===== config.mk =====
export PLATFORM = sky130hd
export DESIGN_NAME = sem_queue
export DESIGN_NICKNAME = d
export VERILOG_FILES = /design/src/sv/sem_pkg.sv /design/src/sv/sem_queue.sv
export SDC_FILE = /design/constraint.sdc
export NUM_CORES = 1
export LEC_CHECK = 0
export BUFFER_PORTS_ARGS = -buffer_cell sky130_fd_sc_hd__buf_2
export CAP_MARGIN = 25
export CORE_MARGIN = 5
export CORE_UTILIZATION = 35
export CTS_CLUSTER_SIZE = 30
export DETAILED_ROUTE_END_ITERATION = 12
export GPL_TIMING_DRIVEN = 0
export HOLD_SLACK_MARGIN = 0.06
export PLACE_DENSITY = 0.51
export SETUP_SLACK_MARGIN = 0.1
export SYNTH_ARGS = -nofsm -noshare
export SYNTH_HDL_FRONTEND = slang
export SYNTH_SLANG_ARGS = --single-unit

===== constraint.sdc =====
create_clock -name clk -period 2.8 [get_ports clk]
set_clock_uncertainty 0.1 [all_clocks]
set_input_delay 0.42 -clock clk [delete_from_list [all_inputs] [get_ports clk]]
set_output_delay 0.42 -clock clk [all_outputs]
set_load 0.02 [all_outputs]

===== src/sv/sem_pkg.sv =====
// ----------------------------------------------------------------------------
// Sobel edge magnitude package
// Shared sizes, configuration register indexes and the record that travels
// from the window front end to the square-root back end.
// ----------------------------------------------------------------------------
package sem_pkg;

	// Widest image row that the line stores hold.
	localparam int MAX_WIDTH = 1024;
	localparam int COL_W     = $clog2(MAX_WIDTH);
	localparam int ROW_W     = 16;
	localparam int WCFG_W    = 11;
	localparam int PIX_W     = 8;
	localparam int SUM_W     = 16;

	// Depth of the queue between front and back end.
	localparam int QDEPTH    = 4;
	localparam int QPTR_W    = $clog2(QDEPTH);

	// Configuration register indexes.
	typedef enum logic {
		CFG_WIDTH  = 1'b0,
		CFG_HEIGHT = 1'b1
	} cfg_index_t;

	// One queued job: the squared gradient sum and where it belongs.
	typedef struct packed {
		logic [SUM_W-1:0] sum;     // gx^2 + gy^2, or the pixel on a bypass
		logic             clip;    // sum did not fit in SUM_W bits
		logic             bypass;  // single-pixel image, sum holds the pixel
		logic [ROW_W-1:0] row;
		logic [COL_W-1:0] col;
		logic             last;
	} sem_entry_t;

	// Queue status seen by both ends.
	typedef struct packed {
		logic full;
		logic empty;
	} sem_qstat_t;

endpackage


===== src/sv/sem_queue.sv =====
// ----------------------------------------------------------------------------
// Sobel job queue
// Short first-in first-out store that lets front and back end stall apart.
// ----------------------------------------------------------------------------
module sem_queue import sem_pkg::*; (
	input  logic       clk,
	input  logic       arst_n,
	input  logic       push,
	input  sem_entry_t push_entry,
	input  logic       pop,
	output sem_entry_t pop_entry,
	output sem_qstat_t qstat
);

	sem_entry_t        slot_q [QDEPTH];
	logic [QPTR_W-1:0] wr_ptr_q;
	logic [QPTR_W-1:0] rd_ptr_q;
	logic [QPTR_W:0]   cnt_q;

	assign qstat.full  = (cnt_q == (QPTR_W+1)'(QDEPTH));
	assign qstat.empty = (cnt_q == '0);
	assign pop_entry   = slot_q[rd_ptr_q];

	// Entry storage.
	always_ff @(posedge clk) begin
		if (push)
			slot_q[wr_ptr_q] <= push_entry;
	end

	// Pointers and fill level.
	always_ff @(posedge clk or negedge arst_n) begin
		if (!arst_n) begin
			wr_ptr_q <= '0;
			rd_ptr_q <= '0;
			cnt_q    <= '0;
		end else begin
			if (push)
				wr_ptr_q <= wr_ptr_q + QPTR_W'(1);
			if (pop)
				rd_ptr_q <= rd_ptr_q + QPTR_W'(1);
			if (push && !pop)
				cnt_q <= cnt_q + (QPTR_W+1)'(1);
			else if (pop && !push)
				cnt_q <= cnt_q - (QPTR_W+1)'(1);
		end
	end

`ifndef SYNTHESIS
	a_no_overflow: assert property (@(posedge clk) disable iff (!arst_n)
		!(push && qstat.full))
		else $error("queue written while full");
	a_no_underflow: assert property (@(posedge clk) disable iff (!arst_n)
		!(pop && qstat.empty))
		else $error("queue read while empty");
`endif

endmodule


==> results.cfg <==
[status]
status = finished, final reports clean

[logic_synthesis]
yosysTopAreaCell = edfxtp_1
synthFlopType = edfxtp_1
synth_edf_count = 180
synth_top_area_share = 0.7825
synthCells = 269
ys_seq_area_frac = 0.8078
yosys_register_bits = 187
syn_area_sq_um = 6908
synthTopCellsByArea = edfxtp_1 78%, mux4_2 15%, dfrtp_1 2.5%
avgSynthCellArea_sq_um = 25.68
synth-async-reset-ratio = 0.03743
synth_common_cells = 180 x edfxtp_1, 45 x mux4_2, 7 x dfrtp_1, 5 x buf_2, 5 x ha_1
yosysMostFrequentCell = edfxtp_1
syn-num-nets = 324
yosysUniqueCellTypes = 20
ys.warnings.count = 0

[worst_setup_path]
regToRegSetupSlack_ns = 0.89
arrival_ns = 1.91
cp-end-kind = output port
crit_fanout = 10
crit_required_ns = 2.28
start_kind = register
worstSetupPathType = reg -> out

[detailed_routing]
wl_met2_mm = 6.439
wl_per_cell_um = 18.90
antenna_left = 0
drt-initial-drc-count = 171
vias_per_cell = 4.626
vias = 3076
met3_length_um = 570
drt-total-wl_mm = 12.57
wl_met1_mm = 5.342
drc = 0
first_pass_iters = 4
routed.top_layer = met4

[hold_path]
hp-class = in -> reg

[clock_tree]
clock_sinks = 187
clk_path_buf_depth = 2
clock-root-buffer = clkbuf_16
cts_buffers = 17
path_clk_slew_ns = 0.07
clock_latency_ns = 0.42
tritoncts = built
cts_setup_buffers = 0
cts_max_level = 4

[timing]
fin_crit_ns = 2.429
rsz0062_at_grt = false
fin_tns_setup_ns = 0
finalMaxSlewViolations = 0
finalHoldViolCount = 0
fin_ws_ns = 0.3711
tightest_slew_ns = 0.6310
min_period_over_period = 0.8675
worst_hold_slack_ns = 0.1080
slew_headroom = 0.5793
fmax_ghz = 0.4117
setup_viol = 0

[floorplanning]
die_w_um = 150.5
initial_core_util = 0.3549
dieArea_sq_um = 22650
die_h_um = 150.5
ioPinCount = 96
core_sq_um = 19460
rows = 51

[placement]
portBuffers = 95
hpwl_mm = 7.920
place_inst = 633
place.gp.congestion = 0.7151
dp_slack_ns = 0.7781
placed_cell_area_sq_um = 7800

[grt]
grt_pass1_vias = 3438
grt_antenna_before_repair = 0
grt.total_usage = 0.1177
grt_pass1_wl_mm = 19.42
grt-ovfl-total = 0
grt_max_degree = 28

[job]
cap_violations = 0

[pwr]
leakage_nw = 2.850
p_per_area_nw_per_um2 = 1060
ir_worst_vdd_mv = 0.4196

[finish]
drive_gt1_frac = 0.4600
finalInstanceArea_sq_um = 8318
area_growth_pct = 20.41
antenna_cells = 0
layoutNonFillerInstCount = 665
layout.nets = 443
-- critical path, cell delays in order (launching register included) --
cell and delay, ns:
dfrtp_1 0.32, buf_2 0.26, buf_2 0.35, mux4_2 0.37, buf_2 0.18
-- registers in the layout, indices dropped and copies added (netlist names) --
signal,cells
slot_q,180
wr_ptr_q,2
cnt_q,3
rd_ptr_q,2
-- final cells by class --
type,instances,area [sq um]
buffer,10,98.84
clock buffer,18,429.2
clock inverter,13,78.83
fill,1721,11140
inverter,4,15.01
multi-input combinational,68,1219
sequential,187,5580
tap,265,331.6
timing repair buffer,100,565.5
-- through the flow --
stage                 util  power [mW]
finish              0.4274       8.818
global placement    0.3964       6.825
CTS                 0.4274       9.008
detailed placement  0.4008       6.901
global route        0.4274       9.307
floorplan                -       5.881
-- final timing paths --
kind / depth (start not counted) / startpoint / endpoint
setup / recovery: 4 / rd_ptr_q[1] / pop_entry[1]
hold / removal: 1 / push_entry[28] / slot_q[2][28]
setup reg to reg: 4 / wr_ptr_q[0] / slot_q[0][41]
hold reg to reg: 1 / cnt_q[2] / cnt_q[2]
max in group asynchronous: 2 / arst_n / rd_ptr_q[0]
min in group asynchronous: 2 / arst_n / cnt_q[1]
-- cell families after synthesis --
family	Yosys count	share of synthesized area
AOI/OAI and AO/OA	1	0.0007238
buffers and inverters	14	0.01648
muxes	46	0.1483
DFF	187	0.8078
adders and majority gates	6	0.01195
xor gates and xnor gates	6	0.007607
and+or+nand+nor	9	0.007063
-- power by group --
group          switching, mW  internal, mW  total, mW
Combinational           1.69          1.24       2.93
Sequential             0.128          3.66       3.79
Clock                  0.977          1.12       2.10
Total                   2.80          6.02       8.82
-- routing by layer --
metal  vias up  track usage
li1       1376            -
met1      1621       0.1491
met2        67       0.1915
met3        12      0.03311
met4         0      0.04803
met5         -            0
-- layout by cell type, fill, tap and decap left out, drive strengths merged, types with 4 or more instances in the layout --
master,n
edfxtp,180
buf,109
mux4,45
clkbuf,18
clkinv,9
dfrtp,7
inv,6
ha,5
and2,4
xor2,4
-- timing repair --
item,CTS,global route
endpoints found under the hold margin,7,0
resized for setup,0,0
hold buffers,1,0
endpoints found under the setup margin,0,0
No activity file was read; power rests on OpenSTA's default activity.
