<file path="config.mk">
export PLATFORM = sky130hd
export DESIGN_NAME = sem_back
export DESIGN_NICKNAME = d
export VERILOG_FILES = /design/src/sv/sem_pkg.sv /design/src/sv/sem_back.sv
export SDC_FILE = /design/constraint.sdc
export NUM_CORES = 1
export LEC_CHECK = 0
export ABC_AREA = 0
export BUFFER_PORTS_ARGS = -buffer_cell sky130_fd_sc_hd__buf_2
export CAP_MARGIN = 10
export CORE_MARGIN = 3
export CORE_UTILIZATION = 57
export CTS_CLUSTER_DIAMETER = 120
export DETAILED_ROUTE_END_ITERATION = 8
export PLACE_DENSITY = 0.9
export SLEW_MARGIN = 20
export SYNTH_ARGS = -nofsm -noshare
export SYNTH_HDL_FRONTEND = slang
export SYNTH_SLANG_ARGS = --single-unit
</file>
<file path="constraint.sdc">
create_clock -name clk -period 5.3 [get_ports clk]
set_input_delay 1.06 -clock clk [delete_from_list [all_inputs] [get_ports clk]]
set_output_delay 1.06 -clock clk [all_outputs]
set_load 0.03 [all_outputs]
</file>
<file path="src/sv/sem_pkg.sv">
// ----------------------------------------------------------------------------
// Sobel edge magnitude package
// Shared sizes, configuration register indexes and the record that travels
// from the window front end to the square-root back end.
// ----------------------------------------------------------------------------
package sem_pkg;

	// Widest image row that the line stores hold.
	localparam int MAX_WIDTH = 1024;
	localparam int COL_W     = $clog2(MAX_WIDTH);
	localparam int ROW_W     = 16;
	localparam int WCFG_W    = 11;
	localparam int PIX_W     = 8;
	localparam int SUM_W     = 16;

	// Depth of the queue between front and back end.
	localparam int QDEPTH    = 4;
	localparam int QPTR_W    = $clog2(QDEPTH);

	// Configuration register indexes.
	typedef enum logic {
		CFG_WIDTH  = 1'b0,
		CFG_HEIGHT = 1'b1
	} cfg_index_t;

	// One queued job: the squared gradient sum and where it belongs.
	typedef struct packed {
		logic [SUM_W-1:0] sum;     // gx^2 + gy^2, or the pixel on a bypass
		logic             clip;    // sum did not fit in SUM_W bits
		logic             bypass;  // single-pixel image, sum holds the pixel
		logic [ROW_W-1:0] row;
		logic [COL_W-1:0] col;
		logic             last;
	} sem_entry_t;

	// Queue status seen by both ends.
	typedef struct packed {
		logic full;
		logic empty;
	} sem_qstat_t;

endpackage

</file>
<file path="src/sv/sem_back.sv">
// ----------------------------------------------------------------------------
// Sobel back end
// Takes a queued sum, finds its integer square root bit by bit and
// holds the result in the output register until it is transferred.
// ----------------------------------------------------------------------------
module sem_back import sem_pkg::*; (
	input  logic             clk,
	input  logic             arst_n,
	output logic             pop,
	input  sem_entry_t       pop_entry,
	input  sem_qstat_t       qstat,
	output logic             m_tvalid,
	input  logic             m_tready,
	output logic [39:0]      m_tdata,
	output logic [0:0]       m_tuser,
	output logic             m_tlast
);

	typedef enum logic [2:0] {
		B_IDLE = 3'b001,
		B_RUN  = 3'b010,
		B_DONE = 3'b100
	} bstate_t;

	bstate_t          state_q;
	sem_entry_t       job_q;
	logic [SUM_W-1:0] rem_q;
	logic [SUM_W-1:0] root_q;
	logic [2:0]       step_q;
	logic [PIX_W-1:0] mag_q;

	logic             out_valid_q;
	logic [PIX_W-1:0] out_mag_q;
	logic [ROW_W-1:0] out_row_q;
	logic [COL_W-1:0] out_col_q;
	logic             out_clip_q;
	logic             out_last_q;

	logic [SUM_W-1:0] bit_w;
	logic [SUM_W-1:0] trial_w;
	logic             take_w;
	logic [SUM_W-1:0] root_nxt;
	logic             out_free;

	assign pop      = (state_q == B_IDLE) && !qstat.empty;
	assign out_free = !out_valid_q || m_tready;

	// One square-root step: the trial bit walks down from bit 14, two at a time.
	always_comb begin
		bit_w    = SUM_W'(1) << {3'd7 - step_q, 1'b0};
		trial_w  = root_q + bit_w;
		take_w   = (rem_q >= trial_w);
		root_nxt = take_w ? ((root_q >> 1) + bit_w) : (root_q >> 1);
	end

	// Root sequencer.
	always_ff @(posedge clk or negedge arst_n) begin
		if (!arst_n) begin
			state_q <= B_IDLE;
			step_q  <= '0;
		end else begin
			unique case (state_q)
				B_IDLE: begin
					if (!qstat.empty) begin
						step_q  <= '0;
						state_q <= (pop_entry.clip || pop_entry.bypass) ? B_DONE : B_RUN;
					end
				end
				B_RUN: begin
					step_q <= step_q + 3'd1;
					if (step_q == 3'd7)
						state_q <= B_DONE;
				end
				B_DONE: begin
					if (out_free)
						state_q <= B_IDLE;
				end
				default: state_q <= B_IDLE;
			endcase
		end
	end

	// Root datapath and job record.
	always_ff @(posedge clk) begin
		if (pop) begin
			job_q  <= pop_entry;
			rem_q  <= pop_entry.sum;
			root_q <= '0;
			mag_q  <= pop_entry.clip ? '1 : pop_entry.sum[PIX_W-1:0];
		end else if (state_q == B_RUN) begin
			if (take_w)
				rem_q <= rem_q - trial_w;
			root_q <= root_nxt;
			if (step_q == 3'd7)
				mag_q <= root_nxt[PIX_W-1:0];
		end
	end

	// Output register, loaded when empty or when its result is transferred.
	always_ff @(posedge clk or negedge arst_n) begin
		if (!arst_n) begin
			out_valid_q <= 1'b0;
		end else if (state_q == B_DONE && out_free) begin
			out_valid_q <= 1'b1;
		end else if (m_tready) begin
			out_valid_q <= 1'b0;
		end
	end

	always_ff @(posedge clk) begin
		if (state_q == B_DONE && out_free) begin
			out_mag_q  <= mag_q;
			out_row_q  <= job_q.row;
			out_col_q  <= job_q.col;
			out_clip_q <= job_q.clip;
			out_last_q <= job_q.last;
		end
	end

	assign m_tvalid = out_valid_q;
	assign m_tdata  = {6'b0, out_col_q, out_row_q, out_mag_q};
	assign m_tuser  = out_clip_q;
	assign m_tlast  = out_last_q;

`ifndef SYNTHESIS
	a_clip_saturates: assert property (@(posedge clk) disable iff (!arst_n)
		out_valid_q && out_clip_q |-> out_mag_q == '1)
		else $error("clipped result not saturated");
	a_pop_only_idle: assert property (@(posedge clk) disable iff (!arst_n)
		pop |=> state_q != B_IDLE)
		else $error("job taken but root sequencer stayed idle");
`endif

endmodule

</file>
==> results of run 1 <==
## where the power goes
group / switching (mW) / total [mW] / internal (mW)
sequential: 0.0641 / 1.21 / 1.15
clock: 0.315 / 0.502 / 0.187
combinational: 0.630 / 0.981 / 0.352
## critical path, delay by kind of cell, from the launching register on
kind                       cells  cell delay, ns
adders and majority gates      6            1.67
AOI/OAI and AO/OA              7            1.40
and+or+nand+nor                3            0.63
DFF                            1            0.44
muxes                          1            0.27
xor gates and xnor gates       1            0.20
## flip-flops by register name (all words and copies together) (netlist names)
signal and flops:
out_col_q 10, m_tlast 1, mag_q 8, m_tvalid 1, rem_q 16, out_row_q 16
state_q 3, step_q 3, m_tuser 1, out_mag_q 8, job_q 28, root_q 16
## worst max-delay path by stage
stage / startpoint / to / cells after the start
6_report: step_q[0] / mag_q[6] / 18
5_1_grt: step_q[0] / mag_q[6] / 18
4_1_cts: step_q[0] / mag_q[6] / 18
3_5_place_dp: step_q[0] / mag_q[6] / 18
3_3_place_gp: step_q[0] / mag_q[6] / 18
2_1_floorplan: step_q[2] / rem_q[0] / 17
## cell type report
| cell class | count | area [sq um] | area share (%) |
|---|---|---|---|
| clock buffer | 9 | 123.9 | 1.922 |
| clock inverter | 7 | 77.57 | 1.204 |
| inverter | 16 | 60.06 | 0.9320 |
| multi-input combinational | 357 | 2406 | 37.34 |
| sequential | 111 | 3139 | 48.72 |
| tap | 129 | 161.4 | 2.505 |
| timing repair buffer | 92 | 475.5 | 7.379 |
## cell usage in the layout (no fill, tap or decap), types with 10 or more instances in the layout
cell type | netlist | layout
a21oi_1 | 39 | 39
a31oi_1 | 10 | 10
buf_2 | 3 | 86
dfxtp_1 | 16 | 16
edfxtp_1 | 88 | 88
ha_1 | 36 | 36
inv_1 | 15 | 15
nand2_1 | 45 | 45
nor2_1 | 28 | 26
o21ai_0 | 50 | 50
xnor2_1 | 20 | 20
xor2_1 | 21 | 21
## stage by stage
stage	power (mW)	hold slack (ns)	cell area [sq um]	util [%]	worst slack (ns)
after global placement	2.129	0.4007	6240	65.66	0.6443
after detailed placement	2.191	0.4045	6240	65.66	0.5113
after CTS	2.691	0.4290	6441	67.78	0.4550
after floorplan	1.949	0.4003	5733	-	0.8033
after global routing	2.859	0.4341	6444	67.81	0.1112
final	2.695	0.4302	6444	67.81	0.4204
## metal layers
layer  GRT usage, %  routed length, um  up-vias
met5              0                  0        -
met4          8.418                312        0
met3          4.068                982       26
met2          37.60               5977      224
met1          30.01               5331     2015
li1               -                  -     2026
## cell families after synthesis
kind of cell             count (synthesis)  share of synthesized area (%)
other                                    1                        0.06563
XOR/XNOR                                41                          6.284
adder cells (fa/ha/maj)                 40                          8.758
flip-flops                             111                          54.94
buffers and inverters                   45                          3.459
AO/OA/AOI/OAI                          142                          15.35
AND/OR/NAND/NOR                        124                          10.44
multiplexers                             4                         0.7007
==> metrics list, run 1 <==
- After technology mapping, the gate count stands at 508.
- Clock buffer count from CTS: 9
- The worst hold path begins at job_q[17].
- The clock net in this run drives a total of 111 sinks.
- Initial core utilization: 60.13%
- The via count of the first global-routing pass is 4066.
* Delay of the slowest cell on the worst path: 0.44 ns
- After synthesis the netlist holds a flip-flop and latch count of 111.
- The worst setup path is captured at a flip-flop.
- For this run, design rule violations remaining after detail routing come to 0.
- Worst-Skew Late Latency: 0.38 ns
* Leading cell types by count after synthesis: edfxtp_1, o21ai_0, nand2_1, a21oi_1, ha_1
- Peak VDD IR: 0.0002882 V
- Yosys attributes the largest share of cell area to edfxtp_1, ha_1, dfxtp_1.
- Class of the most critical hold timing path: flip-flop to flip-flop
- In this run the number of H-tree levels came out at 3.
- Setup total negative slack on the finished layout was measured at 0 ns.
* Cell count after placement: 705
- Cells with a size suffix above 1 make up 20.10% of the layout.
- Cell type with the largest total area after synthesis: edfxtp_1
- Arrival @ worst endpoint: 4.98 ns
- Dividing total power by cell area gives a power density of 418.2 nW/um^2.
- Count of final hold-check violations: 0
- The worst register-to-register path begins at step_q[0].
- Count of buffers inserted at the top-level ports: 86
- Across the run, the number of max-cap violations was 0.
- Share of the yosys chip area belonging to registers: 54.94%
- At the worst endpoint, the required time is 5.40 ns.
- The number of antenna violations at the first check in global routing was 0.
- Pin count of the biggest net entering global routing: 44
- The die covers 11260 sq um.
- Cell with the largest stage delay on the worst path: dfrtp_1
* First-pass iteration count of the detailed router: 5
- Of the post-synthesis cell area, the dominant cell type holds 46.24%.
- Share of the clock period used by the worst path after layout: 92.07%
* Cell chain of the critical path: ha_1, ha_1, ha_1, ha_1, maj3_1, a21oi_1, o21ai_0, and3_1, o21ai_1, xor2_1, ha_1, o21ai_0, nor2_1, o31ai_2, a31oi_4, nor2_4, mux2i_1, o21ai_0
- Derived from the worst setup path, the maximum achievable clock frequency is 204.9 MHz.
- Core region area: 9503 sq um
* Worst setup path category: flip-flop to flip-flop
- RSZ-0062 raised after global routing: false
- For this design the static power due to leakage is 2.502 nW.
- Counting flops with an async set or reset pin after synthesis yields a share of 6.306%.
- Average wire per standard cell: 17.48 um
- Die height: 106.1 um
- STA classifies the critical path startpoint as a flip-flop.
- The worst register-to-register path has a depth of 18.
* Number of failing setup endpoints in the final timing report: 0
* Synthesized area: 5714 sq um
- Aggregate global routing overflow: 0
- Number of placed I/O pins: 94
- Final wirelength: 12600 um
- Once detailed placement completed, the half-perimeter wirelength came to 9234 um.
* CTS tree: built
- Counting the fill cells in the layout gives 680.
* Transition at the pin with the smallest max-transition slack: 0.9462 ns
- Number of cells on the worst hold path: 0
- The average instance in the mapped netlist occupies 11.25 sq um.
- Setup slack on the worst flop-to-flop path: 0.42 ns
- For this run, the number of Yosys warnings is 0.
- Number of distinct library cells after synthesis: 59
- Wire length of the first global-routing pass: 20240 um
* GRT Overall Usage: 22.72%
- In the synthesized netlist the dominant register cell turns out to be edfxtp_1.
- Width of the die: 106.1 um
- Fin. max-slew vios: 0
- Via-to-Cell Ratio: 5.951
* Count of hold-fix buffers inserted at cts: 0
* Number of standard cells in the final layout excluding fillers: 721
* Highest fanout seen on the critical path: 9
- 0 antenna diodes ended up in the layout.
* Worst reg2reg endpoint: mag_q[6]
- Most frequent CP cell: ha_1
* Clock slew at the register clock pins of the worst setup and hold paths: 0.11 ns
- The routed layout has 4291 vias.
- Number of flops mapped to enable cells by yosys: 88
- The worst hold path terminates at out_row_q[6].
* Run status: finished, final reports clean
* Root Driver: clkbuf_8
- Compared with the post-synthesis result, the final layout area differs by 12.77%.
- First-iteration detailed-routing DRC count: 369
* Worst-case headroom to the max-slew limit: 36.77%
* Final critical delay including setup and external delays: 4.880 ns
* Net count, final: 674
- In this run the remaining antenna-violating nets after routing total 0.
* Number of gates resized after CTS: 0
- Routability congestion estimate from global placement: 0.9554
- Cell Rows: 35
* Skew final: 0.01015 ns
* Buffers inserted during post-CTS setup optimization: 0
* Most common cell in the netlist: edfxtp_1
* Max Buffers Root-to-Sink: 2
Note: power is estimated with default switching activity, not from simulation.
==> run 2, diff against run 1 <==
--- a/config.mk
+++ b/config.mk
@@ -13,6 +13,7 @@
 export CTS_CLUSTER_DIAMETER = 120
 export DETAILED_ROUTE_END_ITERATION = 8
 export PLACE_DENSITY = 0.9
+export RECOVER_POWER = 50
 export SLEW_MARGIN = 20
 export SYNTH_ARGS = -nofsm -noshare
 export SYNTH_HDL_FRONTEND = slang
==> metrics list, run 2 (synthesized netlist as in run 1, its figures left out) <==
- The final clock skew was 0.007572 ns (was 0.01015 ns).
- Met3 layer usage reported by global route: 4.068% (unchanged)
- Worst reg2reg endpoint: mag_q[6] (unchanged)
- The clock transition at the register clock pins on the worst setup and hold paths after CTS is 0.11 ns (about the same).
- Class of the most critical hold timing path: flip-flop to flip-flop (unchanged)
- Wire length of the first global-routing pass: 20240 um (unchanged)
- The final routed wire length divided by cell count is 17.52 um (was 17.48 um).
- The antenna cell count came to 0 (unchanged).
- The share of cells above drive strength 1 came to 13.18% (was 20.10%).
- Root Driver: clkbuf_8 (unchanged)
- Sequential Area: 3139 sq um (unchanged)
* Clk sinks: 111 (unchanged)
* Aggregate global routing overflow: 0 (unchanged)
- The met2 global-route usage came to 37.60% (unchanged).
- CTS tree: built (unchanged)
- The buffer count from post-CTS setup fixing came to 0 (unchanged).
- The vias after detailed routing is 4295 (was 4291).
- The first-pass iteration count of the detailed router was 5 (unchanged).
- Antenna viol nets, final: 0 (unchanged)
- Post-detailed-route DRC marker count: 0 (unchanged)
- Final wirelength: 12630 um (was 12600 um)
- Number of gates resized after CTS: 0 (unchanged)
* Multi-input gate area: 2399 sq um (was 2406 sq um)
* Width of the die: 106.1 um (unchanged)
- Cell Rows: 35 (unchanged)
- The area inside the core boundary is 9503 sq um (unchanged).
- The met1 usage was 30.01% (unchanged).
- Source of the worst hold timing path: job_q[8] (was job_q[17])
* Die height: 106.1 um (unchanged)
- The register bank with the most flops is job_q (unchanged).
- The arrival time at the worst endpoint came to 5.00 ns (was 4.98 ns).
- The largest net degree at the start of global routing was 44 (unchanged).
- First-iteration detailed-routing DRC count: 395 (was 369)
- The maximum root-to-sink buffer count came to 2 (unchanged).
* GRT Overall Usage: 22.72% (unchanged)
* Most crowded layer after global routing: met2 (unchanged)
* Failing checks: capacitance limit, slew limit
- H-tree Lvls: 3 (unchanged)
- The number of max-cap violations came to 1 (was 0).
- The number of antenna violations at the first check in global routing was 0 (unchanged).
- Cell Pwr Density: 420.6 nW/um^2 (was 418.2 nW/um^2)
- Run status: complete, but fails checks (was finished, final reports clean).
- The overall die area came to 11260 sq um (unchanged).
- The end point of the most critical hold path is out_col_q[7] (was out_row_q[6]).
- RSZ-0062 raised after global routing: false (unchanged)
- The total power came to 2.686 mW (was 2.695 mW).
* Worst-case headroom to the max-slew limit: -79.63% (was 36.77%)
- The total negative slack for setup checks came to 0 ns (unchanged).
- The clock latency on the worst-skew pair is 0.37 ns (was 0.38 ns).
* Leading cell type in the layout, fill and taps excluded: edfxtp_1 (unchanged)
* Net count, final: 674 (unchanged)
* Depth of the most critical reg-to-reg path: 18 (unchanged)
* Static Leakage: 2.391 nW (was 2.502 nW)
- Worst setup path category: flip-flop to flip-flop (unchanged)
* Post-DP HPWL: 9234 um (unchanged)
- The number of flip-flops in the largest register is 28 (unchanged).
- Number of standard cells in the final layout excluding fillers: 721 (unchanged)
- The post-route clock period utilization was 92.63% (was 92.07%).
- Count of hold-fix buffers inserted at cts: 0 (unchanged)
* Fin. max-slew vios: 37 (was 0)
* Number of cells on the worst hold path: 0 (unchanged)
- The final hold violation count was 0 (unchanged).
* Highest fanout seen on the critical path: 9 (unchanged)
- The TritonCTS buffer count was 9 (unchanged).
* Most frequent cells in the layout: edfxtp_1, o21ai_0, buf_2 (was edfxtp_1, buf_2, o21ai_0)
- Layout overhead on the synthesized area: 11.76% (was 12.77%)
- Type of origin of the critical path: flip-flop (unchanged)
- The number of cells in the design after placement was 705 (unchanged).
- The count of pins on the block boundary was 94 (unchanged).
- Highest Clock Rate: 203.7 MHz (was 204.9 MHz)
- Worst Path Required: 5.39 ns (was 5.40 ns)
- The setup slack of the worst register-to-register path came to 0.39 ns (was 0.42 ns).
- The category of the worst setup path capture point was a flip-flop (unchanged).
- Start of the worst register-to-register path: step_q[0] (unchanged)
* Final core utilization: 67.20% (was 67.81%)
- The initial standard-cell utilization of the core came to 60.13% (unchanged).
- The peak supply drop came to 0.0002895 V (was 0.0002882 V).
* Routability congestion estimate from global placement: 0.9554 (unchanged)
- The quantity of I/O buffers inserted on ports came to 86 (unchanged).
- Final critical delay including setup and external delays: 4.910 ns (was 4.880 ns)
- Vias in the first global route: 4066 (unchanged)
- The setup violation total in the final timing report was 0 (unchanged).
* Transition at the pin with the smallest max-transition slack: 2.685 ns (was 0.9462 ns)
* Final-layout fill cell count: 714 (was 680)
- The via count normalized by instance count came to 5.957 (was 5.951).
## run 2: cell types whose count changed in the layout (fill, tap and decap cells not counted), sizes merged
cell	before	now
buf	92	52
clkbuf	9	49
## run 2: power breakdown
group          total, mW  switching [mW]  leakage, nW  internal, mW
Combinational      0.971           0.626         1.25         0.344
Clock              0.501           0.314        0.103         0.187
Sequential          1.21          0.0652         1.04          1.15
Total               2.69            1.01         2.39          1.68
## run 2: layer usage
| layer | vias up | routed length, um |
|---|---|---|
| met2 | 238 | 5974 |
| li1 | 2026 | - |
| met1 | 2004 | 5219 |
| met4 | 0 | 306 |
| met3 | 27 | 1129 |
| met5 | - | 0 |
## run 2: worst max-delay path, cell delays in order, from the launching register on
cell	delay, ns
dfrtp_1	0.45
ha_1	0.24
ha_1	0.25
ha_1	0.23
a32o_1	0.25
a41oi_1	0.22
o21ai_0	0.19
a31oi_1	0.36
inv_1	0.08
a31oi_1	0.24
xor2_1	0.19
ha_1	0.32
a21o_1	0.23
o21a_1	0.19
o21ai_0	0.30
a31oi_4	0.13
nor2_4	0.34
mux2i_1	0.26
o21ai_0	0.15
## run 2: area by class of cell
| cell class | instances | area share, % |
|---|---|---|
| clock buffers | 9 | 1.940 |
| clock inverters | 7 | 1.215 |
| inverters | 16 | 0.9404 |
| multi-input cells | 357 | 37.56 |
| flip-flops and latches | 111 | 49.16 |
| well taps | 129 | 2.527 |
| repair buffers | 92 | 6.661 |
## run 2: metrics by stage
stage / hold WS, ns / cell area, sq um / worst slack [ns]
4_1_cts: 0.4290 / 6441 / 0.4550
3_3_place_gp: 0.4007 / 6240 / 0.6443
2_1_floorplan: 0.4003 / 5733 / 0.8033
3_5_place_dp: 0.4045 / 6240 / 0.5113
6_report: 0.4305 / 6386 / 0.3904
5_1_grt: 0.4341 / 6386 / 0.1112
## run 2: how the worst max path moves through the flow
stage | start | endpoint | cells after the start
finish | step_q[0] | mag_q[6] | 18
global route | step_q[0] | mag_q[6] | 18
CTS | step_q[0] | mag_q[6] | 18
detailed placement | step_q[0] | mag_q[6] | 18
global placement | step_q[0] | mag_q[6] | 18
floorplan | step_q[2] | rem_q[0] | 17
==> run 3, diff against run 2 <==
--- a/config.mk
+++ b/config.mk
@@ -9,10 +9,9 @@
 export BUFFER_PORTS_ARGS = -buffer_cell sky130_fd_sc_hd__buf_2
 export CAP_MARGIN = 10
 export CORE_MARGIN = 3
-export CORE_UTILIZATION = 57
+export CORE_UTILIZATION = 28
 export CTS_CLUSTER_DIAMETER = 120
 export DETAILED_ROUTE_END_ITERATION = 8
-export PLACE_DENSITY = 0.9
 export RECOVER_POWER = 50
 export SLEW_MARGIN = 20
 export SYNTH_ARGS = -nofsm -noshare
==> metrics list, run 3 (synthesized netlist as in run 1, its figures left out) <==
- The TritonCTS buffer count was 9 (unchanged).
- Peak VDD IR: 0.0002255 V (was 0.0002895 V)
* Post-detailed-route DRC marker count: 0 (unchanged)
- Worst-case headroom to the max-slew limit: -89.47% (was -79.63%)
- The buffer count from post-CTS setup fixing came to 0 (unchanged).
* Width of the die: 148.9 um (was 106.1 um)
- Antenna viol nets, final: 0 (unchanged)
- The number of flip-flops in the largest register came to 28 (unchanged).
- The required time of the critical path was 5.38 ns (was 5.39 ns).
- The largest incremental delay on the critical path was 0.44 ns (was 0.45 ns).
* Static Leakage: 2.440 nW (was 2.391 nW)
- H-tree Lvls: 3 (unchanged)
- Wire length of the first global-routing pass: 20210 um (was 20240 um)
- The number of DRC markers after the initial detailed-route iteration came to 255 (was 395).
- Pin count of the biggest net entering global routing: 44 (unchanged)
- Aggregate global routing overflow: 0 (unchanged)
- CTS tree: built (unchanged)
* Layout overhead on the synthesized area: 16.44% (was 11.76%)
* RSZ-0062 raised after global routing: false (unchanged)
- Transition at the pin with the smallest max-transition slack: 2.832 ns (was 2.685 ns)
* Worst-Skew Late Latency: 0.36 ns (was 0.37 ns)
* Number of standard cells in the final layout excluding fillers: 858 (was 721)
- Run status: complete, but fails checks (unchanged)
* GRT Overall Usage: 11.62% (was 22.72%)
* Die height: 148.9 um (was 106.1 um)
- The post-route clock period utilization was 92.59% (was 92.63%).
- The antenna cell count was 0 (unchanged).
* Most frequent CP cell: ha_1 (unchanged)
* Average wire per standard cell: 15.10 um (was 17.52 um)
* Cell chain of the critical path: ha_1, ha_1, ha_1, a32o_1, a41oi_1, o21ai_0, a31oi_1, inv_1, a31oi_1, xor2_1, ha_1, a21o_1, o21a_1, o21ai_0, a31oi_4, nor2_4, mux2i_1, o21ai_0 (unchanged)
- The sum of net half-perimeters after detailed placement is 9373 um (was 9234 um).
- Via-to-Cell Ratio: 4.693 (was 5.957)
* Number of placed I/O pins: 94 (unchanged)
- The maximum root-to-sink buffer count came to 2 (unchanged).
* First-pass iteration count of the detailed router: 4 (was 5)
* Net count, final: 675 (was 674)
* Total via count in the routed design: 4027 (was 4295)
* Cell with the largest stage delay on the worst path: dfrtp_1 (unchanged)
* Highest fanout seen on the critical path: 9 (unchanged)
- The quantity of I/O buffers inserted on ports is 86 (unchanged).
- Cell Rows: 51 (was 35)
- Count of hold-fix buffers inserted at cts: 0 (unchanged)
- Initial antenna violation count: 0 (unchanged)
* Final wirelength: 12960 um (was 12630 um)
* Root Driver: clkbuf_16 (was clkbuf_8)
- The final critical-path required period was 4.907 ns (was 4.910 ns).
- The final hold violation count came to 0 (unchanged).
- Family of cells with the greatest summed delay on the critical path: compound AO/OA/AOI/OAI gates (unchanged)
- The area inside the core boundary came to 19780 sq um (was 9503 sq um).
- The arrival time at the worst endpoint is 4.99 ns (was 5.00 ns).
- Final-layout fill cell count: 2043 (was 714)
- The number of buffer and inverter instances along the worst setup path came to 1 (unchanged).
- Number of gates resized after CTS: 0 (unchanged)
* Class of the most critical hold timing path: flip-flop to flip-flop (unchanged)
- Worst setup path category: flip-flop to flip-flop (unchanged)
* Routability congestion estimate from global placement: 0.8440 (was 0.9554)
- The fmax was 203.8 MHz (was 203.7 MHz).
- Initial core utilization: 28.89% (was 60.13%)
* Max Cap Viol: 1 (unchanged)
* Share of post-route cells with drive strength above 1: 13.32% (was 13.18%)
* Type of origin of the critical path: flip-flop (unchanged)
* Clk sinks: 111 (unchanged)
- The final clock skew was 0.01469 ns (was 0.007572 ns).
- The most common library cell in the layout ignoring fill and taps is edfxtp_1 (unchanged).
- Fin. max-slew vios: 37 (unchanged)
- Failing checks: capacitance limit, slew limit (unchanged)
- The register bank with the most flops is job_q (unchanged).
* Number of failing setup endpoints in the final timing report: 0 (unchanged)
- The cell area power density came to 427.5 nW/um^2 (was 420.6 nW/um^2).
* Most frequent cells in the layout: edfxtp_1, o21ai_0, buf_2 (unchanged)
* Vias in the first global route: 3849 (was 4066)
- Cell count after placement: 842 (was 705)
- The clock transition at the register clock pins on the worst setup and hold paths after CTS was 0.08 ns (was 0.11 ns).
- The total negative slack for setup checks was 0 ns (unchanged).
* Area of the die: 22160 sq um (was 11260 sq um)
- Crit end category: flip-flop (unchanged)
run 3: per-layer routing:
| layer | global-route usage (%) | wire, um |
|---|---|---|
| met1 | 16.43 | 6350 |
| met2 | 17.55 | 5464 |
| met3 | 3.525 | 996 |
| met4 | 2.792 | 145 |
| met5 | 0 | 0 |
run 3: layout make-up:
type | count | area (sq um) | area share, %
well taps | 265 | 331.6 | 4.983
clock inverters | 7 | 67.56 | 1.015
repair buffers | 93 | 434.2 | 6.525
flip-flops and latches | 111 | 3139 | 47.18
multi-input cells | 357 | 2396 | 36.01
inverters | 16 | 60.06 | 0.9026
clock buffers | 9 | 225.2 | 3.385
run 3: worst paths after layout:
kind	from	endpoint	slack, ns	cells past startpoint
hold reg to reg	mag_q[0]	out_mag_q[0]	0.42	0
setup / recovery	step_q[0]	mag_q[6]	0.39	18
setup reg to reg	step_q[0]	mag_q[6]	0.39	18
min in group asynchronous	arst_n	step_q[2]	0.59	1
hold / removal	mag_q[0]	out_mag_q[0]	0.42	0
max in group asynchronous	arst_n	state_q[0]	4.40	1
run 3: metrics by stage:
stage	worst slack, ns	hold WS [ns]	power (mW)	utilization (%)	cell area [sq um]
final	0.3926	0.4196	2.845	33.64	6654
after global routing	0.04211	0.4179	3.024	33.64	6654
after CTS	0.3927	0.4198	2.881	33.92	6710
after detailed placement	0.4143	0.4045	2.195	32.44	6417
after global placement	0.4696	0.4003	2.177	32.44	6417
after floorplan	0.8033	0.4003	1.949	-	5733
run 3: where the power goes:
part / total (mW) / leakage (nW) / internal, mW / switching, mW
combinational: 0.962 / 1.26 / 0.346 / 0.616
clock: 0.674 / 0.146 / 0.333 / 0.341
sequential: 1.21 / 1.04 / 1.15 / 0.0605
total: 2.84 / 2.44 / 1.83 / 1.02
